--- src/hdl/lea128_ofb_cipher_top_assert.svh ---
// Assertion macros used by the cipher controller.
// Expects signals clk and arst_n in the scope of each use.
`ifndef LEA128_OFB_CIPHER_TOP_ASSERT_SVH
`define LEA128_OFB_CIPHER_TOP_ASSERT_SVH

// same-cycle implication
`define LEA_ASSERT_NOW(label, ante, cons, msg) \
	label: assert property (@(posedge clk) disable iff (!arst_n) (ante) |-> (cons)) \
		else $error(msg);

// next-cycle implication
`define LEA_ASSERT_NEXT(label, ante, cons, msg) \
	label: assert property (@(posedge clk) disable iff (!arst_n) (ante) |=> (cons)) \
		else $error(msg);

`endif

--- src/hdl/lea128_pkg.sv ---
// Shared types, constants and functions for the LEA-128 OFB cipher.
// No dependencies.
package lea128_pkg;

	localparam int CFG_IDX_W = 3;
	localparam int CNT_W     = 5;

	typedef enum logic [CFG_IDX_W-1:0] {
		CFG_KEY_LOW  = 3'd0,
		CFG_KEY_HIGH = 3'd1,
		CFG_IV_LOW   = 3'd2,
		CFG_IV_HIGH  = 3'd3,
		CFG_MODE     = 3'd4
	} lea_cfg_idx_t;

	localparam logic MODE_OFB = 1'b0;
	localparam logic MODE_ECB = 1'b1;

	localparam logic [CNT_W-1:0] BLOCK_BYTES = 5'd16;

	localparam logic [31:0] LEA_DELTA [4] = '{
		32'hc3efe9db, 32'h44626b02, 32'h79e27c8a, 32'h78df30ec
	};

	typedef struct packed {
		logic load;
		logic step;
		logic finish;
	} lea_cmd_t;

	function automatic logic [31:0] rotl32(input logic [31:0] v, input logic [4:0] s);
		logic [63:0] w;
		w = {v, v} << s;
		return w[63:32];
	endfunction

endpackage

--- src/hdl/lea128_ctrl.sv ---
// Controller: sequences load, rounds and result hand-off.
// Depends on lea128_pkg and lea128_ofb_cipher_top_assert.svh.
`include "lea128_ofb_cipher_top_assert.svh"

module lea128_ctrl
	import lea128_pkg::*;
#(
	parameter int ROUNDS  = 24,
	parameter int ROUND_W = 5
) (
	input  logic               clk,
	input  logic               arst_n,
	input  logic               in_valid,
	output logic               in_ready,
	output logic               out_valid,
	input  logic               out_ready,
	output lea_cmd_t           cmd,
	output logic [ROUND_W-1:0] round
);

	typedef enum logic [2:0] {
		ST_IDLE = 3'b001,
		ST_RUN  = 3'b010,
		ST_FIN  = 3'b100
	} state_t;

	state_t             state_q, state_d;
	logic [ROUND_W-1:0] round_q;
	logic               out_valid_q;
	logic               out_free;
	logic               last_round;

	assign out_free   = !out_valid_q || out_ready;
	assign last_round = (round_q == ROUND_W'(ROUNDS - 1));

	assign cmd.finish = (state_q == ST_FIN) && out_free;
	assign in_ready   = (state_q == ST_IDLE) || cmd.finish;
	assign cmd.load   = in_valid && in_ready;
	assign cmd.step   = (state_q == ST_RUN);
	assign round      = round_q;
	assign out_valid  = out_valid_q;

	always_comb begin
		state_d = state_q;
		case (state_q)
			ST_IDLE: begin
				if (cmd.load) state_d = ST_RUN;
			end
			ST_RUN: begin
				if (last_round) state_d = ST_FIN;
			end
			ST_FIN: begin
				if (cmd.load) state_d = ST_RUN;
				else if (cmd.finish) state_d = ST_IDLE;
			end
			default: state_d = ST_IDLE;
		endcase
	end

	always_ff @(posedge clk or negedge arst_n) begin
		if (!arst_n) begin
			state_q     <= ST_IDLE;
			round_q     <= '0;
			out_valid_q <= 1'b0;
		end else begin
			state_q <= state_d;
			if (cmd.load) round_q <= '0;
			else if (cmd.step && !last_round) round_q <= round_q + 1'b1;
			if (cmd.finish) out_valid_q <= 1'b1;
			else if (out_ready) out_valid_q <= 1'b0;
		end
	end

	`LEA_ASSERT_NEXT(a_accept_runs, cmd.load, state_q == ST_RUN, "accepted transaction did not start rounds")
	`LEA_ASSERT_NOW(a_round_bound, state_q == ST_RUN, round_q <= ROUND_W'(ROUNDS - 1), "round counter overran")
	`LEA_ASSERT_NEXT(a_finish_valid, cmd.finish, out_valid_q, "finished result not presented")
	`LEA_ASSERT_NEXT(a_fin_stall, state_q == ST_FIN && out_valid_q && !out_ready, state_q == ST_FIN, "result dropped while output stalled")

endmodule

--- src/hdl/lea128_dp.sv ---
// Datapath: configuration registers, shared LEA round unit with on-the-fly
// key schedule, OFB feedback and output register. Depends on lea128_pkg.
module lea128_dp
	import lea128_pkg::*;
#(
	parameter int ROUND_W = 5
) (
	input  logic                 clk,
	input  logic                 arst_n,
	input  lea_cmd_t             cmd,
	input  logic [ROUND_W-1:0]   round,
	input  logic                 cfg_we,
	input  logic [CFG_IDX_W-1:0] cfg_index,
	input  logic [63:0]          cfg_data,
	input  logic [63:0]          block_low,
	input  logic [63:0]          block_high,
	input  logic [CNT_W-1:0]     byte_count,
	input  logic                 first_block,
	output logic [63:0]          result_low,
	output logic [63:0]          result_high,
	output logic [CNT_W-1:0]     valid_bytes
);

	logic [63:0]      key_low_q, key_high_q, iv_low_q, iv_high_q;
	logic             mode_q;
	logic [127:0]     fb_q;
	logic [31:0]      x_q [4];
	logic [31:0]      t_q [4];
	logic [127:0]     blk_q;
	logic [CNT_W-1:0] cnt_q;
	logic             item_mode_q;
	logic [63:0]      res_low_q, res_high_q;
	logic [CNT_W-1:0] res_cnt_q;

	logic [127:0]     fb_eff, x_src, x_flat, res_raw, mask;
	logic [CNT_W-1:0] cnt_sat;
	logic [4:0]       ridx;
	logic [31:0]      d;
	logic [31:0]      t_d [4];
	logic [31:0]      x_d [4];

	assign fb_eff  = (cmd.finish && item_mode_q == MODE_OFB) ? x_flat : fb_q;
	assign x_flat  = {x_q[3], x_q[2], x_q[1], x_q[0]};
	assign cnt_sat = (byte_count > BLOCK_BYTES) ? BLOCK_BYTES : byte_count;

	always_comb begin
		if (mode_q == MODE_ECB) x_src = {block_high, block_low};
		else if (first_block) x_src = {iv_high_q, iv_low_q};
		else x_src = fb_eff;
	end

	always_comb begin
		ridx   = 5'(round);
		d      = LEA_DELTA[ridx[1:0]];
		t_d[0] = rotl32(t_q[0] + rotl32(d, ridx), 5'd1);
		t_d[1] = rotl32(t_q[1] + rotl32(d, ridx + 5'd1), 5'd3);
		t_d[2] = rotl32(t_q[2] + rotl32(d, ridx + 5'd2), 5'd6);
		t_d[3] = rotl32(t_q[3] + rotl32(d, ridx + 5'd3), 5'd11);
		x_d[0] = rotl32((x_q[0] ^ t_d[0]) + (x_q[1] ^ t_d[1]), 5'd9);
		x_d[1] = rotl32((x_q[1] ^ t_d[2]) + (x_q[2] ^ t_d[1]), 5'd27);
		x_d[2] = rotl32((x_q[2] ^ t_d[3]) + (x_q[3] ^ t_d[1]), 5'd29);
		x_d[3] = x_q[0];
	end

	always_comb begin
		for (int i = 0; i < 16; i++) begin
			mask[8*i +: 8] = (cnt_q > CNT_W'(i)) ? 8'hff : 8'h00;
		end
		res_raw = (item_mode_q == MODE_ECB) ? x_flat : (x_flat ^ blk_q);
	end

	always_ff @(posedge clk or negedge arst_n) begin
		if (!arst_n) begin
			key_low_q  <= '0;
			key_high_q <= '0;
			iv_low_q   <= '0;
			iv_high_q  <= '0;
			mode_q     <= MODE_OFB;
			fb_q       <= '0;
		end else begin
			if (cfg_we) begin
				case (cfg_index)
					CFG_KEY_LOW:  key_low_q  <= cfg_data;
					CFG_KEY_HIGH: key_high_q <= cfg_data;
					CFG_IV_LOW:   iv_low_q   <= cfg_data;
					CFG_IV_HIGH:  iv_high_q  <= cfg_data;
					CFG_MODE:     mode_q     <= cfg_data[0];
					default: ;
				endcase
			end
			if (cmd.finish && item_mode_q == MODE_OFB) fb_q <= x_flat;
		end
	end

	always_ff @(posedge clk) begin
		if (cmd.load) begin
			x_q[0]      <= x_src[31:0];
			x_q[1]      <= x_src[63:32];
			x_q[2]      <= x_src[95:64];
			x_q[3]      <= x_src[127:96];
			t_q[0]      <= key_low_q[31:0];
			t_q[1]      <= key_low_q[63:32];
			t_q[2]      <= key_high_q[31:0];
			t_q[3]      <= key_high_q[63:32];
			blk_q       <= {block_high, block_low};
			cnt_q       <= cnt_sat;
			item_mode_q <= mode_q;
		end else if (cmd.step) begin
			x_q <= x_d;
			t_q <= t_d;
		end
		if (cmd.finish) begin
			res_low_q  <= res_raw[63:0] & mask[63:0];
			res_high_q <= res_raw[127:64] & mask[127:64];
			res_cnt_q  <= cnt_q;
		end
	end

	assign result_low  = res_low_q;
	assign result_high = res_high_q;
	assign valid_bytes = res_cnt_q;

endmodule

--- src/hdl/lea128_ofb_cipher_top.sv ---
// LEA-128 cipher, single block or OFB stream. One block at a time through a
// single round unit, one round per cycle; a new block is taken only when the
// result of the last one is handed to the output register. Reset clears keys,
// IV, mode, OFB feedback and control.
// Depends on lea128_pkg, lea128_ctrl and lea128_dp.
module lea128_ofb_cipher_top
	import lea128_pkg::*;
#(
	parameter int ROUNDS = 24
) (
	input  logic                 clk,
	input  logic                 arst_n,
	input  logic                 cfg_valid,
	output logic                 cfg_ready,
	input  logic [CFG_IDX_W-1:0] cfg_index,
	input  logic [63:0]          cfg_data,
	input  logic                 in_valid,
	output logic                 in_ready,
	input  logic [63:0]          block_low,
	input  logic [63:0]          block_high,
	input  logic [CNT_W-1:0]     byte_count,
	input  logic                 first_block,
	output logic                 out_valid,
	input  logic                 out_ready,
	output logic [63:0]          result_low,
	output logic [63:0]          result_high,
	output logic [CNT_W-1:0]     valid_bytes
);

	localparam int ROUND_W = (ROUNDS > 1) ? $clog2(ROUNDS) : 1;

	lea_cmd_t           cmd;
	logic [ROUND_W-1:0] round;

	assign cfg_ready = 1'b1;

	lea128_ctrl #(
		.ROUNDS  (ROUNDS),
		.ROUND_W (ROUND_W)
	) u_ctrl (
		.clk       (clk),
		.arst_n    (arst_n),
		.in_valid  (in_valid),
		.in_ready  (in_ready),
		.out_valid (out_valid),
		.out_ready (out_ready),
		.cmd       (cmd),
		.round     (round)
	);

	lea128_dp #(
		.ROUND_W (ROUND_W)
	) u_dp (
		.clk         (clk),
		.arst_n      (arst_n),
		.cmd         (cmd),
		.round       (round),
		.cfg_we      (cfg_valid),
		.cfg_index   (cfg_index),
		.cfg_data    (cfg_data),
		.block_low   (block_low),
		.block_high  (block_high),
		.byte_count  (byte_count),
		.first_block (first_block),
		.result_low  (result_low),
		.result_high (result_high),
		.valid_bytes (valid_bytes)
	);

endmodule

--- config.mk ---
export PLATFORM = sky130hd
export DESIGN_NAME = lea128_ofb_cipher_top
export DESIGN_NICKNAME = d
export VERILOG_FILES = /design/src/hdl/lea128_pkg.sv /design/src/hdl/lea128_ctrl.sv /design/src/hdl/lea128_dp.sv /design/src/hdl/lea128_ofb_cipher_top.sv
export VERILOG_INCLUDE_DIRS = /design/src /design/src/hdl
export SDC_FILE = /design/constraint.sdc
export NUM_CORES = 2
export LEC_CHECK = 0
export BUFFER_PORTS_ARGS = -buffer_cell sky130_fd_sc_hd__buf_2
export CAP_MARGIN = 20
export CORE_MARGIN = 4
export CORE_UTILIZATION = 40
export CTS_CLUSTER_DIAMETER = 120
export DETAILED_ROUTE_END_ITERATION = 10
export PLACE_DENSITY_LB_ADDON = 0.2
export SYNTH_ARGS = -nofsm -noshare
export SYNTH_HDL_FRONTEND = slang
export SYNTH_SLANG_ARGS = --single-unit
--- constraint.sdc ---
create_clock -name clk -period 11.95 [get_ports clk]
set_input_delay 1.7925 -clock clk [delete_from_list [all_inputs] [get_ports clk]]
set_output_delay 1.7925 -clock clk [all_outputs]
set_load 0.05 [all_outputs]
Word-level counts from Yosys, hierarchy flattened
Cells that the tools add are included.
- add/sub/neg operators: 10
- magnitude comparators: 18
- equality and inequality tests: 11
- shift operators: 4
- muxes and demuxes: 36
- bitwise logic cells: 11
- reduce and logical (&&, ||, !) cells: 18
- operator list (kind ; number):
    $mux W128 ; 8
    $shl A64 B5 Y64 ; 4
    $add A32 B32 Y32 ; 7
    $xor A32 B32 Y32 ; 6
    $and A64 B64 Y64 ; 2
    $mux W8 ; 16
    $xor A128 B128 Y128 ; 1
    $bmux W32 S2 ; 1
    $mux W32 ; 2
    $gt A5 B4 Y1 const B ; 8
    $gt A5 B3 Y1 const B ; 4
    $mux W3 ; 4
    $add A5 B2 Y5 const B ; 2
    $gt A5 B1 Y1 const B ; 2
    $gt A5 B2 Y1 const B ; 2
    $mux W5 ; 2
    $reduce_and A2 Y1 ; 5
    $eq A3 B2 Y1 const B ; 3
    $pmux W3 S3 ; 1
    $eq A3 B1 Y1 const B ; 2
    $eq A3 B3 Y1 const B ; 2
    $reduce_bool A2 Y1 ; 3
    $add A5 B1 Y5 const B ; 1
    $eq A5 B5 Y1 const B ; 1
    12 further kinds ; 19
- register bits: 917
- bits of input ports: 206
- word-level logic and storage cells: 131

Longest topological paths before layout
- depth after elaboration: 10
- gate-level depth with buffers: 38

By module
A second synthesis with hierarchy kept.
- cell total of the unflattened synthesis: 5254
- area total of the unflattened synthesis: 54916.4 um2
- by module, submodules not included (module ; instances ; cells an instance ; area each (um2)):
    lea128_dp ; 1 ; 5204 ; 54414.7
    lea128_ctrl ; 1 ; 48 ; 490.5
    lea128_ofb_cipher_top ; 1 ; 2 ; 11.3

Least setup slack after synthesis
OpenSTA, ideal clock, no wires.
- path type: input port to flip-flop
- from: input port out_ready
- to: register u_dp.res_high_q[0], in the netlist u_dp.result_high[0] (enable)
- setup time: 0.789 ns
- arrival: 10.919 ns
- path slack: 0.243 ns
- stages: 2
- cells stage by stage: nor2b_1 > nor3_1
- RTL lines (element ; RTL line ; source):
    start, declared ; lea128_ofb_cipher_top.sv:24 ; input logic out_ready,
    end signal, assigned ; lea128_dp.sv:114 ; res_high_q <= res_raw[127:64] & mask[127:64];
    end, declared ; lea128_dp.sv:32 ; logic [63:0] res_low_q, res_high_q;

Worst setup path after layout
- from: register u_ctrl.round_q[1], in the netlist u_ctrl.round[1]
- to: register u_dp.x_q, in the netlist u_dp.x_d[6] (data pin)
- cells in the longest elaborated chain, start to end: 10
- elaborated cells between the ends (all ways): 14
- ends and longest elaborated chain (element ; RTL line ; source):
    start, declared ; lea128_ctrl.sv:28 ; logic [ROUND_W-1:0] round_q;
    start signal, assigned ; lea128_ctrl.sv:68 ; else if (cmd.step && !last_round) round_q <= round_q + 1'b1;
    branches (longest 7 deep; another with $add A32 B32 Y32) ; - ;
    $add A32 B32 Y32 (*) ; lea128_dp.sv:59 ; x_d[0] = rotl32((x_q[0] ^ t_d[0]) + (x_q[1] ^ t_d[1]), 5'd9);
    $mux W128 (*) ; lea128_dp.sv:108 ; end else if (cmd.step) begin
    $mux W128 (*) ; lea128_dp.sv:96 ; if (cmd.load) begin
    end, declared ; lea128_dp.sv:27 ; logic [31:0] x_q [4];
Mark *: on every way between the ends. The select of a mux whose other input is x is not followed.
A chain may end at the register's enable or synchronous reset.

==> results.ini <==
[setup_path]
path_class = reg2reg
crit_top_cell = a21oi_1
r2r.worst_path.cells = 31
critPathMaxStageDelay_ns = 0.69
cp-startpoint = u_ctrl.round[1]
worstPathArrival_ns = 10.43
timing.rr.start = u_ctrl.round[1]
startpoint_type = flop
crit_path_max_fanout = 46
critPathCaptureType = flop
rrSetupSlack_ns = 1.98
cp.required_ns = 12.41
cp_slowest_cell = ha_1
reg2reg_to = u_dp.x_d[6]

[cts]
cts_buffer_depth = 3
ctsHtreeMaxLevel = 3
cts_tree = built
clkTransAtPathRegs_ns = 0.06
root_buffer = clkbuf_16
cts_inserted_buffers = 107
cts_resized = 0
cts_setup_buffers = 0
ctsHoldBuffers = 0
cts_sinks = 917
worst_skew_pair.late_latency_ns = 0.77

[logic_synthesis]
avgSynthCellArea_um2 = 10.40
synth_area_mm2 = 0.05564
yosysSeqAreaShare_pct = 45.95
yosys_warnings = 0
yosys_register_bits = 917
synth-main-ff-cell = edfxtp_1
synth_edf_count = 523
synth_cells = 5352
synthArstFlopShare_pct = 42.97
synthDistinctLibCells = 102
syn_nets = 5798

[final_layout]
area_growth_pct = 13.67
layout-drive-gt1-share_pct = 19.17
design_area_mm2 = 0.06325
num-fill-cells = 13120
fin_nets = 6057

[worst_hold_path]
holdCritStartpoint = u_dp.fb_q[49]
hold-path-endpoint = u_dp.fb_q[49]
whs_path_depth = 1
hold_path.class = reg2reg

[sta]
tns_ns = 0
grt_setup_unrepaired = no
skew_ns = 0.05912
min_period_ns = 9.972
setup_viol = 0
timing.final.max_slew_violations = 0
slew_headroom_pct = 6.549
post-route-period-util_pct = 83.45
tightest_slew_ns = 1.402
hold_viol_final = 0
fmax_mhz = 100.3

[grt]
grt_pass1_wl_um = 323700
gr-total-overflow = 0
antenna_found_initial = 35
grt_use_total_pct = 31.26
first_global_vias = 41570
grt_max_degree = 138

[detailed_routing]
drtIter0Drc = 5224
wirelength_um = 234000
vias = 44500
wl_met2_um = 104400
ant_nets = 0
wl_met1_um = 99970
viasPerCell = 5.912
firstDrtPassIters = 6
post-route-drc-count = 0
wl_per_cell_um = 31.08
wl_met3_um = 18270
top_layer_used = met5

[die]
ioPinCount = 342
core.rowCount = 136
dieHeight_um = 381.0
dieArea_mm2 = 0.1451
core_area_mm2 = 0.1378
initial_core_util_pct = 40.37
fp.dieW_um = 381.0

[placed_design]
place_area_mm2 = 0.05941
place_hpwl_um = 174700
globalplace.congestion = 0.9941
io_buffers = 340

[flow_run]
drv_cap = 0

[run_status]
status = finished, final reports clean

cells in the mapped netlist (56+ instances only):
library cell | count | share of area [%]
xnor2_1 | 299 | 4.7
nand2_1 | 550 | 3.7
nand3_1 | 56 | 0.50
nor2b_1 | 151 | 1.7
a211oi_1 | 91 | 1.2
mux2_2 | 419 | 8.5
a21o_1 | 107 | 1.4
xor2_1 | 218 | 3.4
edfxtp_1 | 523 | 28
mux2i_1 | 206 | 3.7
clkbuf_1 | 236 | 1.6
a21oi_1 | 427 | 3.8
inv_1 | 79 | 0.53
ha_1 | 233 | 5.2
o21ai_0 | 296 | 2.7
dfrtp_1 | 393 | 18
nor2_1 | 487 | 3.3
state kept, by name, indices dropped and copies added (netlist names):
signal	cells
u_dp.key_high_q	64
u_dp.valid_bytes	5
u_dp.blk_q	128
u_dp.x_d	32
u_ctrl.out_valid	1
u_ctrl.state_q	3
u_dp.x_flat	96
u_dp.mode_q	1
u_dp.result_low	64
u_dp.iv_high_q	64
u_dp.fb_q	128
u_dp.iv_low_q	64
u_dp.cnt_q	5
u_dp.key_low_q	64
u_dp.t_q	128
u_ctrl.round	5
u_dp.result_high	64
u_dp.item_mode_q	1
how the worst max path moves through the flow:
| stage | depth (start not counted) | to | slack, ns |
|---|---|---|---|
| floorplan | 2 | u_dp.result_high[0] | 0.24 |
| detailed placement | 31 | u_dp.x_d[6] | 2.27 |
| finish | 31 | u_dp.x_d[6] | 1.98 |
| global placement | 31 | u_dp.x_d[6] | 2.35 |
| CTS | 31 | u_dp.x_d[6] | 2.20 |
| global route | 31 | u_dp.x_d[6] | 1.32 |
area by class of cell:
| type | count | area, µm² | area share [%] |
|---|---|---|---|
| tap | 1794 | 2245 | 3.549 |
| antenna | 28 | 70.07 | 0.1108 |
| multi-input combinational | 4071 | 28840 | 45.60 |
| clock buffer | 156 | 3094 | 4.892 |
| inverter | 81 | 311.5 | 0.4926 |
| timing repair buffer | 433 | 2481 | 3.923 |
| sequential | 917 | 25570 | 40.43 |
| clock inverter | 48 | 630.6 | 0.9971 |
critical path: cells and delay by family, from the launching register on:
family / cells / cell delay (ns)
XOR/XNOR: 2 / 0.52
AND/OR/NAND/NOR: 5 / 1.41
adder cells (fa/ha/maj): 3 / 1.34
flip-flops: 1 / 0.34
buffers and inverters: 2 / 0.79
AO/OA/AOI/OAI: 19 / 5.25
cells by family (layout without fill, tap and decap cells):
| family | after synthesis | after routing | synth area share [%] |
|---|---|---|---|
| buf+inv | 364 | 718 | 2.530 |
| simple gates | 1452 | 1452 | 11.57 |
| flops | 917 | 917 | 45.95 |
| mux | 629 | 629 | 12.35 |
| compound gates | 1218 | 1218 | 13.49 |
| fa+ha+maj | 243 | 243 | 5.545 |
| xor+xnor | 528 | 528 | 8.570 |
| other cells | 1 | 29 | 0.006739 |
cell usage in the layout (no fill, tap or decap), types with 91 or more instances in the layout:
cell / n
a211oi_1: 91
a21o_1: 107
a21oi_1: 426
buf_2: 339
clkbuf_16: 109
dfrtp_1: 390
edfxtp_1: 523
ha_1: 232
mux2_2: 419
mux2i_1: 206
nand2_1: 548
nor2_1: 487
nor2b_1: 151
o21ai_0: 296
xnor2_1: 289
xor2_1: 215
routing by layer:
| metal | vias to the layer above | global-route usage, % |
|---|---|---|
| met2 | 2081 | 48.37 |
| li1 | 19730 | - |
| met5 | - | 0 |
| met3 | 355 | 4.686 |
| met4 | 8 | 13.42 |
| met1 | 22330 | 43.71 |
stage by stage:
stage               hold WS (ns)  instances  util (%)  worst slack, ns
finish                    0.4943       7528     45.89            1.978
global route              0.5061       7509     45.85            1.320
CTS                       0.4973       7497     45.81            2.196
detailed placement        0.4836       7293     43.11            2.267
global placement          0.4777       7291     43.10            2.349
floorplan                 0.4231       5352         -           0.2429
Power is left out: the tool's default activity adds up to more than one toggle a clock period on the data nets, which glitch-free logic cannot reach.
